`config.mk`:
```
export PLATFORM = sky130hd
export DESIGN_NAME = sic_fifo
export DESIGN_NICKNAME = d
export VERILOG_FILES = /design/src/sv/sic_fifo.sv
export SDC_FILE = /design/constraint.sdc
export NUM_CORES = 1
export LEC_CHECK = 0
export BUFFER_PORTS_ARGS = -buffer_cell sky130_fd_sc_hd__clkbuf_2
export CORE_MARGIN = 4
export CORE_UTILIZATION = 45
export DETAILED_ROUTE_END_ITERATION = 12
export PLACE_DENSITY = 0.67
export SLEW_MARGIN = 0
export SYNTH_ARGS = -nofsm -noshare
export SYNTH_HDL_FRONTEND = slang
export SYNTH_SLANG_ARGS = --single-unit
```
`constraint.sdc`:
```
create_clock -name clk -period 2 [get_ports clk]
set_input_delay 0.2 -clock clk [delete_from_list [all_inputs] [get_ports clk]]
set_output_delay 0.2 -clock clk [all_outputs]
set_load 0.02 [all_outputs]
```
`src/sv/sic_fifo.sv`:
```
// ----------------------------------------------------------------------------
// sic_fifo: small show-ahead queue
// Register array with head and tail pointers; head entry is visible while
// the queue is not empty.
// ----------------------------------------------------------------------------
module sic_fifo #(
	parameter int W     = 8,
	parameter int DEPTH = 4
) (
	input  logic         clk,
	input  logic         arst_n,
	input  logic         push,
	input  logic [W-1:0] wdata,
	output logic         full,
	input  logic         pop,
	output logic [W-1:0] rdata,
	output logic         empty
);
	localparam int AW = $clog2(DEPTH);

	logic [W-1:0]  mem_q [DEPTH];
	logic [AW-1:0] wr_ptr_q;
	logic [AW-1:0] rd_ptr_q;
	logic [AW:0]   count_q;
	logic          do_push;
	logic          do_pop;

	assign full    = (count_q == (AW+1)'(DEPTH));
	assign empty   = (count_q == '0);
	assign do_push = push && !full;
	assign do_pop  = pop && !empty;
	assign rdata   = mem_q[rd_ptr_q];

	// pointers and fill count
	always_ff @(posedge clk or negedge arst_n) begin
		if (!arst_n) begin
			wr_ptr_q <= '0;
			rd_ptr_q <= '0;
			count_q  <= '0;
		end else begin
			if (do_push) wr_ptr_q <= wr_ptr_q + 1'b1;
			if (do_pop) rd_ptr_q <= rd_ptr_q + 1'b1;
			if (do_push && !do_pop) count_q <= count_q + 1'b1;
			else if (do_pop && !do_push) count_q <= count_q - 1'b1;
		end
	end

	// storage
	always_ff @(posedge clk) begin
		if (do_push) mem_q[wr_ptr_q] <= wdata;
	end
endmodule

```
# Word level (Yosys, flattened, before mapping)
# Memory sizes are Yosys's and may differ from the RTL's.
# Cells that the tools add are included.
# word_totals
reg_bits,7
mem_bits_rw,32
inputBits,12
output_inout_bits,10
wordCells,23
n_memories,1
# memory_table
memory,words,word_bits,read_ports,rd_clocked_by_memory_dff,write_ports,line,rtl
mem_q,4,8,1,0,1,21,logic [W-1:0] mem_q [DEPTH];
# classes
addsub,4
eq_ne,1
mux,4
n_reduce_logical,10
# ops
cell,n
two-way mux 3 bit,2
adder 2 x 1 -> 2 bit (second input constant),2
logical AND 1 bit,4
logical NOT 1 bit,4
adder 3 x 1 -> 3 bit (second input constant),1
equality test 3 bit (second input constant),1
logical NOT 3 bit,1
subtractor 3 x 1 -> 3 bit (second input constant),1
two-way mux 1 bit,2
nonzero test 2 bit,1

# Depth between registers and ports, before layout
# Gate-level depths: netlist of run 1.
# depth
depth_word,7
ltp_mapped,9

# Worst setup path before layout of run 1
# No wires, ideal clock.
# synth_path
kind,reg-to-reg
start,register count_q[0]
end,register count_q[2]
arrival_ns,2.221
required_time_ns,1.921
setup_slack_ns,-0.301
path_stages_with_launch,9
n_path_buf,0
path_cell_list,dfrtp_1 > nor3_1 > nand2b_1 > ha_1 > inv_1 > fa_1 > xor2_1 > nor2_1 > xor2_1
# synth_via
elab_chain_len,6
# synth_rtl
item,line,rtl
start: declaration,24,logic [AW:0] count_q;
start signal: assignment,43,if (do_push && !do_pop) count_q <= count_q + 1'b1;
start signal: assignment,44,else if (do_pop && !do_push) count_q <= count_q - 1'b1;
logical NOT 3 bit *,29,assign empty = (count_q == '0);
named net empty,17,output logic empty
logical NOT 1 bit *,31,assign do_pop = pop && !empty;
logical AND 1 bit *,31,
logical NOT 1 bit,43,
logical AND 1 bit,43,
two-way mux 3 bit / nonzero test 2 bit (equally long branches),n/a,
# Mark *: on every way through the listed nets, which the timed path passes. The rest lies on a longest branch. The select of a mux whose other input is x is not followed.
# A chain may end at the register's enable or synchronous reset.

# Worst setup path after layout of run 1
# layout_path
start,register count_q[1]
end,register count_q[2]
# layout_via
elab_chain_len,6
# layout_rtl
item
"parallel branches: the longest is 6 deep, another holds subtractor 3 x 1 -> 3 bit"
# Several ways; the timed one is not identified. The select of a mux whose other input is x is not followed.

==> impl_metrics.py, run 1 <==
metrics = {
    "sta": {
        "finalSetupViolations": 0,
        "clock_skew_ps": 8.832,
        "worst_pin_slew_ps": 417.9,
        "fmax_mhz": 518.0,
        "post-route-period-util_pct": 96.53,
        "hold_ws_ps": 66.36,
        "hold_violations": 0,
        "maxSlewHeadroom_pct": 72.14,
        "slew_viol_final": 0,
        "period_minus_slack_ps": 1931,
    },
    "final_layout": {
        "final.fill_count": 301,
        "syn_to_final_growth_pct": 20.31,
        "final_util_pct": 56.85,
        "diodes": 0,
        "drive_gt1_share_pct": 50.00,
        "nets": 127,
    },
    "logic_synthesis": {
        "avgSynthCellArea_sq_um": 20.64,
        "yosys_register_bits": 39,
        "ys_top_cells_by_area": "edfxtp_1 60%, mux4_2 11%, dfrtp_1 11%, ha_1 3.9%, xnor2_1 2.2%",
        "synth_edf_count": 32,
        "ys_seq_area_share_pct": 71.50,
        "synth.largest_area_cell": "edfxtp_1",
        "ys_types": 20,
        "synth_cells": 77,
        "yosysWarningCount": 0,
        "yosysTopAreaCellShare_pct": 60.47,
        "syn-cell-area_sq_um": 1589,
        "ys.flop_type": "edfxtp_1",
        "syn-num-nets": 95,
        "synthArstFlopShare_pct": 17.95,
    },
    "global_route": {
        "grt_pass1_vias": 816,
        "antenna_found_initial": 0,
        "grtUsageTotal_pct": 12.76,
        "grt_pass1_wl_microns": 3960,
        "gr-total-overflow": 0,
        "grt_max_degree": 13,
    },
    "pwr": {
        "intPower_mw": 2.018,
        "switchingPower_mw": 0.9304,
        "pwr-share-clk_pct": 21.7,
        "sequentialPowerShare_pct": 42.3,
        "finalPower_mw": 2.949,
        "combPwrFrac_pct": 36.0,
        "power_density_nw_per_um2": 1542,
        "irDropWorstVdd_mv": 0.8141,
        "switching_share_pct": 31.55,
        "leakage_nw": 0.7233,
    },
    "route": {
        "via_per_inst": 4.891,
        "wl_per_cell_microns": 16.17,
        "vias": 763,
        "routed_wl_microns": 2522,
        "drt_iter0_drc": 41,
        "dr.pass1.iters": 4,
        "ant_nets": 0,
        "drcViolationCount": 0,
    },
    "die": {
        "initial_core_util_pct": 47.25,
        "core_sq_um": 3363,
        "io_pins": 22,
        "std_cell_rows": 21,
        "die_area_sq_um": 4546,
        "die_y_microns": 67.43,
        "chipWidth_microns": 67.43,
    },
    "placed_design": {
        "gp_congestion": 0.7773,
        "place_hpwl_microns": 1677,
        "port_buffers": 21,
    },
    "worst_setup_path": {
        "crit_family": "adder cells",
        "cp-start-kind": "flip-flop",
        "path_class": "flip-flop to flip-flop",
        "critPathMostFrequentCell": "xor2_1",
        "path_buf_inv": 1,
        "crit_chain": "nor3_4, nand2b_4, ha_2, inv_1, fa_1, xor2_1, nor2_1, xor2_1",
        "required_ps": 2270,
        "crit_path_max_fanout": 3,
        "slowest_delay_ps": 470,
        "critPathSlowestCell": "dfrtp_2",
        "worst_ep_arrival_time_ps": 2200,
        "cp-end-kind": "flip-flop",
    },
    "clock_network": {
        "root_buffer": "clkbuf_4",
        "htree_levels": 2,
        "clk_pin_slew_worst_paths_ps": 120,
        "cts_sinks": 39,
        "cts_buffer_depth": 2,
        "numCtsBuffers": 5,
        "cts_tree": "built",
        "clkLatencyLatePin_ps": 340,
    },
    "hold_path": {
        "hp-class": "input port to flip-flop",
    },
    "status": {
        "run_status": "finished clean",
    },
    "run": {
        "drv_cap": 0,
    },
}
## worst paths after layout
kind                            start          end  cells past startpoint  slack (ps)
hold / removal               wdata[3]  mem_q[3][3]                      1          70
min in group asynchronous      arst_n   count_q[1]                      2         210
setup reg to reg           count_q[1]   count_q[2]                      8          70
hold reg to reg            count_q[0]   count_q[0]                      1         560
max in group asynchronous      arst_n   count_q[0]                      2        1600
setup / recovery           count_q[1]   count_q[2]                      8          70
## synth_stat cells, drive strengths merged, types with 2 or more instances
master	n
inv	3
xnor2	4
mux4	8
xor2	2
edfxtp	32
and2	4
buf	2
mux2	2
ha	5
dfrtp	7
## through the flow
| step | instances | area, sq um | setup slack [ps] | setup TNS [ps] |
|---|---|---|---|---|
| 5_1_grt | 156 | 1912 | -30.28 | -30.28 |
| 4_1_cts | 152 | 1882 | 16.46 | 0 |
| 3_3_place_gp | 143 | 1763 | 118.5 | 0 |
| 2_1_floorplan | 77 | 1605 | 5.615 | 0 |
| 3_5_place_dp | 143 | 1763 | -7.561 | -7.561 |
| 6_report | 156 | 1912 | 69.45 | 0 |
## timing repair
item                                    in CTS  in global routing
hold endpoints to repair                     7                  0
endpoints found under the setup margin       1                  2
setup buffers                                0                  4
resized for setup                            1                  0
hold buffers                                 1                  0
pin swaps                                    0                  1
## routing by layer
layer  global-route usage (%)  vias up  wire, microns
met4                    4.557        0             41
li1                         -      357              -
met3                    5.824        5            137
met2                    20.37       17           1282
met5                        0        -              0
met1                    15.22      384           1061
## power groups by stage
stage          Combinational [mW]  Clock (mW)  Sequential (mW)
2_1_floorplan               0.782           0             1.21
3_3_place_gp                0.984           0             1.27
3_5_place_dp                0.999           0             1.28
4_1_cts                      1.01       0.651             1.26
5_1_grt                      1.16       0.699             1.27
6_report                     1.06       0.641             1.25
## cells by family after synthesis
| kind of cell | count (synthesis) | share of synthesized area [%] |
|---|---|---|
| mux | 10 | 12.99 |
| xor+xnor | 6 | 3.307 |
| buf+inv | 6 | 1.968 |
| flops | 39 | 71.50 |
| simple gates | 10 | 5.040 |
| fa+ha+maj | 6 | 5.197 |
## placed cells by master, fill, tap and decap left out
cell type	Yosys	final
nand3b_1	1	1
nor2_1	1	1
bufinv_16	0	2
fa_1	1	1
xnor2_1	4	4
mux2_2	1	1
clkbuf_2	0	21
nor3b_4	1	1
edfxtp_1	32	32
ha_1	5	4
mux2_4	1	1
clkbuf_1	1	1
dfrtp_2	0	2
and2_2	4	4
ha_2	0	1
mux4_2	8	8
nand2b_4	0	1
nor3_4	0	1
xor2_1	2	2
buf_4	0	6
nor2b_2	1	1
dfrtp_1	7	5
dlygate4sd3_1	0	1
inv_1	3	3
clkbuf_4	0	5
## cell type report
| type | count | area (sq um) | share of cell area (%) |
|---|---|---|---|
| clock buffers | 6 | 41.29 | 2.160 |
| well taps | 46 | 57.56 | 3.010 |
| repair buffers | 28 | 160.2 | 8.377 |
| multi-input cells | 32 | 442.9 | 23.17 |
| clock inverters | 2 | 60.06 | 3.141 |
| inverters | 3 | 11.26 | 0.5890 |
| flip-flops and latches | 39 | 1139 | 59.55 |
## state kept, by name, summed over array words and instances (netlist names)
register / cells
mem_q: 32
count_q: 3
rd_ptr_q: 2
wr_ptr_q: 2
## worst register-to-register path, cell delays in order (launching register included)
cell and delay [ps]:
dfrtp_2 470, nor3_4 200, nand2b_4 170, ha_2 180, inv_1 50, fa_1 370, xor2_1 150, nor2_1 120
xor2_1 150
Note: power is estimated with default switching activity, not from simulation.
==> run 2, diff against run 1 <==
--- a/config.mk
+++ b/config.mk
@@ -7,9 +7,9 @@
 export LEC_CHECK = 0
 export BUFFER_PORTS_ARGS = -buffer_cell sky130_fd_sc_hd__clkbuf_2
 export CORE_MARGIN = 4
-export CORE_UTILIZATION = 45
+export CORE_UTILIZATION = 37
 export DETAILED_ROUTE_END_ITERATION = 12
-export PLACE_DENSITY = 0.67
+export PLACE_DENSITY = 0.64
 export SLEW_MARGIN = 0
 export SYNTH_ARGS = -nofsm -noshare
 export SYNTH_HDL_FRONTEND = slang
==> impl_metrics.py, run 2 (synthesis gave the netlist of run 1 again) <==
metrics = {
    "worst_setup_path": {
        "critPathSlowestCell": "dfrtp_2",
        "cp-start-kind": "flip-flop",
        "cp-end-kind": "flip-flop",
        "critPathMostFrequentCell": "xor2_1",
        "worstSetupPathDepth": 8,
        "rr_startpoint": "count_q[1]",
        "required_ps": 2210,
        "crit_start": "count_q[1]",
        "reg2reg_depth": 8,
        "crit_chain": "nor3_4, nand2b_4, ha_2, inv_1, fa_1, xor2_1, nor2_1, xor2_1",
        "worst_ep_arrival_time_ps": 2100,
        "path_class": "flip-flop to flip-flop",
        "slowest_delay_ps": 460,
        "regToRegEndpoint": "count_q[2]",
        "path_buf_inv": 1,
        "ff2ff_setup_slack_ps": 110,
        "crit_path_max_fanout": 4,
        "endpoint": "count_q[2]",
        "crit_family": "adder cells",
    },
    "placed_design": {
        "place_area_sq_um": 1768,
        "place_ws_ps": 49.84,
        "gp_congestion": 0.7623,
        "place_hpwl_microns": 1665,
        "port_buffers": 21,
    },
    "sta": {
        "slew_viol_final": 0,
        "hold_ws_ps": 126.6,
        "finalSetupViolations": 0,
        "period_minus_slack_ps": 1893,
        "fmax_mhz": 528.3,
        "setup_slack_ps": 107.0,
        "worst_pin_slew_ps": 443.4,
        "hold_violations": 0,
        "post-route-period-util_pct": 94.65,
        "maxSlewHeadroom_pct": 70.44,
        "clock_skew_ps": 3.692,
    },
    "status": {
        "run_status": "finished clean",
    },
    "die": {
        "die_area_sq_um": 5407,
        "std_cell_rows": 23,
        "core_sq_um": 4086,
        "die_y_microns": 73.54,
        "initial_core_util_pct": 38.89,
        "chipWidth_microns": 73.54,
        "io_pins": 22,
    },
    "route": {
        "ant_nets": 0,
        "drcViolationCount": 0,
        "routed_wl_microns": 2346,
        "wl_per_cell_microns": 14.85,
        "via_per_inst": 4.589,
        "vias": 725,
        "dr.pass1.iters": 4,
        "drt_iter0_drc": 41,
    },
    "clock_network": {
        "clkLatencyLatePin_ps": 280,
        "cts_buffer_depth": 2,
        "numCtsBuffers": 5,
        "htree_levels": 2,
        "clk_pin_slew_worst_paths_ps": 70,
        "cts_sinks": 39,
        "cts_tree": "built",
        "root_buffer": "clkbuf_8",
    },
    "final_layout": {
        "final_util_pct": 46.17,
        "final.fill_count": 360,
        "largest_reg_flops": 32,
        "stdcell_area_sq_um": 1887,
        "layout_commonest_cell": "edfxtp_1",
        "final_cell_mix": "32 x edfxtp_1, 21 x clkbuf_2, 8 x mux4_2, 5 x clkbuf_8",
        "reg.largest.list": "mem_q (32), count_q (3)",
        "top_register": "mem_q",
        "drive_gt1_share_pct": 50.00,
        "diodes": 0,
        "nets": 125,
        "syn_to_final_growth_pct": 18.74,
    },
    "global_route": {
        "grt_pass1_vias": 779,
        "grt_pass1_wl_microns": 3726,
        "use_met3_pct": 4.104,
        "met2_usage_pct": 15.65,
        "met1_usage_pct": 11.60,
        "busiest_layer": "met2",
        "gr-total-overflow": 0,
        "antenna_found_initial": 0,
        "grt_max_degree": 13,
        "grtUsageTotal_pct": 9.729,
    },
    "pwr": {
        "power_density_nw_per_um2": 1468,
        "irDropWorstVdd_mv": 0.7324,
        "leakage_nw": 0.7014,
        "finalPower_mw": 2.770,
    },
    "hold_path": {
        "hp-class": "input port to flip-flop",
    },
    "run": {
        "drv_cap": 0,
    },
}
-- run 2: cell types whose count changed in the layout (fill, tap and decap cells not counted) --
cell / previous run / this run
bufinv_16: 2 / 0
clkinvlp_4: 0 / 1
dfrtp_2: 2 / 3
buf_4: 6 / 4
clkbuf_8: 0 / 5
clkbuf_4: 5 / 0
clkinv_2: 0 / 1
dfrtp_1: 5 / 4
-- run 2: how the worst min path moves through the flow --
| stage | from | slack [ps] | to | depth (start not counted) |
|---|---|---|---|---|
| detailed placement | arst_n | 50 | count_q[2] | 1 |
| floorplan | arst_n | -100 | count_q[0] | 0 |
| global route | wdata[7] | 110 | mem_q[0][7] | 1 |
| finish | wdata[7] | 130 | mem_q[0][7] | 1 |
| CTS | wdata[7] | 120 | mem_q[0][7] | 1 |
| global placement | arst_n | 50 | wr_ptr_q[1] | 1 |
-- run 2: per-stage QoR --
| stage | setup TNS, ps | cells |
|---|---|---|
| global placement | 0 | 147 |
| global route | -3.467 | 158 |
| detailed placement | 0 | 147 |
| floorplan | 0 | 77 |
| finish | 0 | 158 |
| CTS | 0 | 156 |
-- run 2: metal layers --
metal | wire (microns) | vias to the layer above
met4 | 41 | 0
met2 | 1145 | 24
met5 | 0 | -
met1 | 986 | 344
li1 | - | 351
met3 | 174 | 6
-- run 2: where the power goes --
part | internal [mW] | switching [mW]
clock network | 0.243 | 0.254
registers | 1.11 | 0.161
logic | 0.500 | 0.503
total | 1.85 | 0.919
-- run 2: area by class of cell --
class | count | area [sq um] | share of cell area, %
Timing Repair Buffer | 26 | 145.1 | 7.692
Inverter | 3 | 11.26 | 0.5968
Clock buffer | 6 | 72.57 | 3.846
Sequential cell | 39 | 1140 | 60.41
Multi-Input combinational cell | 32 | 442.9 | 23.47
Clock inverter | 2 | 12.51 | 0.6631
Tap cell | 50 | 62.56 | 3.316
-- run 2: repair_timing --
item                       4_1_cts  5_1_grt
hold buffers                     1        0
setup buffers                    0        2
gates resized for setup          0        2
setup endpoints to repair        0        2
hold endpoints to repair         7        0
==> run 3, diff against run 2 <==
--- a/config.mk
+++ b/config.mk
@@ -9,6 +9,7 @@
 export CORE_MARGIN = 4
 export CORE_UTILIZATION = 37
 export DETAILED_ROUTE_END_ITERATION = 12
+export GPL_TIMING_DRIVEN = 0
 export PLACE_DENSITY = 0.64
 export SLEW_MARGIN = 0
 export SYNTH_ARGS = -nofsm -noshare
==> impl_metrics.py, run 3 (synthesis gave the netlist of run 1 again) <==
metrics = {
    "global_route": {
        "grtUsageTotal_pct": 10.78,
        "met2_usage_pct": 18.31,
        "grt_pass1_vias": 895,
        "gr-total-overflow": 0,
        "use_met3_pct": 3.694,
        "met1_usage_pct": 11.36,
        "grt_max_degree": 12,
        "grt_pass1_wl_microns": 4167,
        "antenna_found_initial": 0,
        "busiest_layer": "met2",
    },
    "sta": {
        "setup_slack_ps": 104.3,
        "clock_skew_ps": 6.058,
        "finalSetupViolations": 0,
        "slew_viol_final": 0,
        "worst_pin_slew_ps": 535.5,
        "maxSlewHeadroom_pct": 64.30,
        "fmax_mhz": 527.5,
        "hold_violations": 0,
        "post-route-period-util_pct": 94.78,
        "period_minus_slack_ps": 1896,
    },
    "clock_network": {
        "root_buffer": "clkbuf_8",
        "clk_pin_slew_worst_paths_ps": 70,
        "clkLatencyLatePin_ps": 280,
        "numCtsBuffers": 5,
        "cts_tree": "built",
        "cts_sinks": 39,
        "cts_buffer_depth": 2,
        "htree_levels": 2,
    },
    "pwr": {
        "leakage_nw": 0.7215,
        "power_density_nw_per_um2": 1457,
        "finalPower_mw": 2.797,
        "irDropWorstVdd_mv": 0.5991,
    },
    "final_layout": {
        "syn_to_final_growth_pct": 20.79,
        "drive_gt1_share_pct": 49.11,
        "layout_commonest_cell": "edfxtp_1",
        "final_cell_mix": "32 x edfxtp_1, 21 x clkbuf_2, 8 x mux4_2",
        "nets": 129,
        "largest_reg_flops": 32,
        "diodes": 0,
        "top_register": "mem_q",
        "reg.largest.list": "mem_q (32), count_q (3)",
    },
    "route": {
        "dr.pass1.iters": 2,
        "drt_iter0_drc": 14,
        "drcViolationCount": 0,
        "via_per_inst": 4.685,
        "ant_nets": 0,
        "routed_wl_microns": 2366,
        "vias": 759,
        "wl_per_cell_microns": 14.60,
    },
    "placed_design": {
        "place_ws_ps": 6.835,
        "place_hpwl_microns": 1698,
        "port_buffers": 21,
        "gp_congestion": 0.6642,
    },
    "worst_setup_path": {
        "cp-start-kind": "flip-flop",
        "required_ps": 2200,
        "worst_ep_arrival_time_ps": 2100,
        "cp-end-kind": "flip-flop",
        "crit_path_max_fanout": 4,
        "path_class": "flip-flop to flip-flop",
    },
    "die": {
        "initial_core_util_pct": 38.89,
        "chipWidth_microns": 73.54,
        "std_cell_rows": 23,
        "die_y_microns": 73.54,
        "io_pins": 22,
        "core_sq_um": 4086,
        "die_area_sq_um": 5407,
    },
    "status": {
        "run_status": "finished clean",
    },
    "hold_path": {
        "hp-class": "input port to flip-flop",
    },
    "run": {
        "drv_cap": 0,
    },
}
## run 3: critical path, stage by stage, from the launching register on
cell      delay (ps)
dfrtp_2          450
nor3_4           200
nand2b_4         170
ha_4             130
inv_1             50
fa_1             370
xor2_1           150
nor2_1           120
xor2_1           160
## run 3: cell type report
cell class | instances | area (sq um)
multi-input combinational | 32 | 452.9
tap | 50 | 62.56
fill | 359 | 2167
inverter | 3 | 11.26
clock buffer | 7 | 76.32
clock inverter | 1 | 5.005
buffer | 3 | 20.02
timing repair buffer | 27 | 152.6
sequential | 39 | 1139
## run 3: what timing repair did
item	CTS	global route
pin swaps	1	3
hold buffers	1	0
hold endpoints to repair	7	0
endpoints found under the setup margin	1	1
buffers inserted	2	3
resized for setup	1	1
## run 3: final timing paths
kind,from,endpoint,slack [ps],depth (start not counted)
max in group asynchronous,arst_n,count_q[0],1530,2
setup reg to reg,count_q[1],count_q[2],100,8
min in group asynchronous,arst_n,wr_ptr_q[0],280,2
hold / removal,wdata[2],mem_q[2][2],130,1
setup / recovery,count_q[1],count_q[2],100,8
hold reg to reg,wr_ptr_q[1],wr_ptr_q[1],590,1
## run 3: per-layer routing
metal | share of wire [%] | vias to the layer above
met5 | 0 | -
li1 | - | 360
met1 | 37 | 373
met4 | 2.0 | 0
met3 | 6.8 | 5
met2 | 54 | 21
## run 3: through the flow
| stage | util, % | std cells | instance area (sq um) | TNS (ps) | hold WS (ps) |
|---|---|---|---|---|---|
| after floorplan | - | 77 | 1605 | 0 | -95.59 |
| after CTS | 46.17 | 159 | 1887 | 0 | 121.2 |
| final | 46.97 | 162 | 1919 | 0 | 130.7 |
| after global placement | 43.39 | 148 | 1773 | 0 | 49.89 |
| after detailed placement | 43.39 | 148 | 1773 | 0 | 56.39 |
| after global routing | 46.97 | 162 | 1919 | -14.92 | 117.4 |
## run 3: power by group
part           internal [mW]  switching, mW  leakage [nW]  total (mW)
clock                  0.244          0.238        0.0422       0.482
sequential              1.11          0.103         0.373        1.21
combinational          0.537          0.569         0.306        1.11
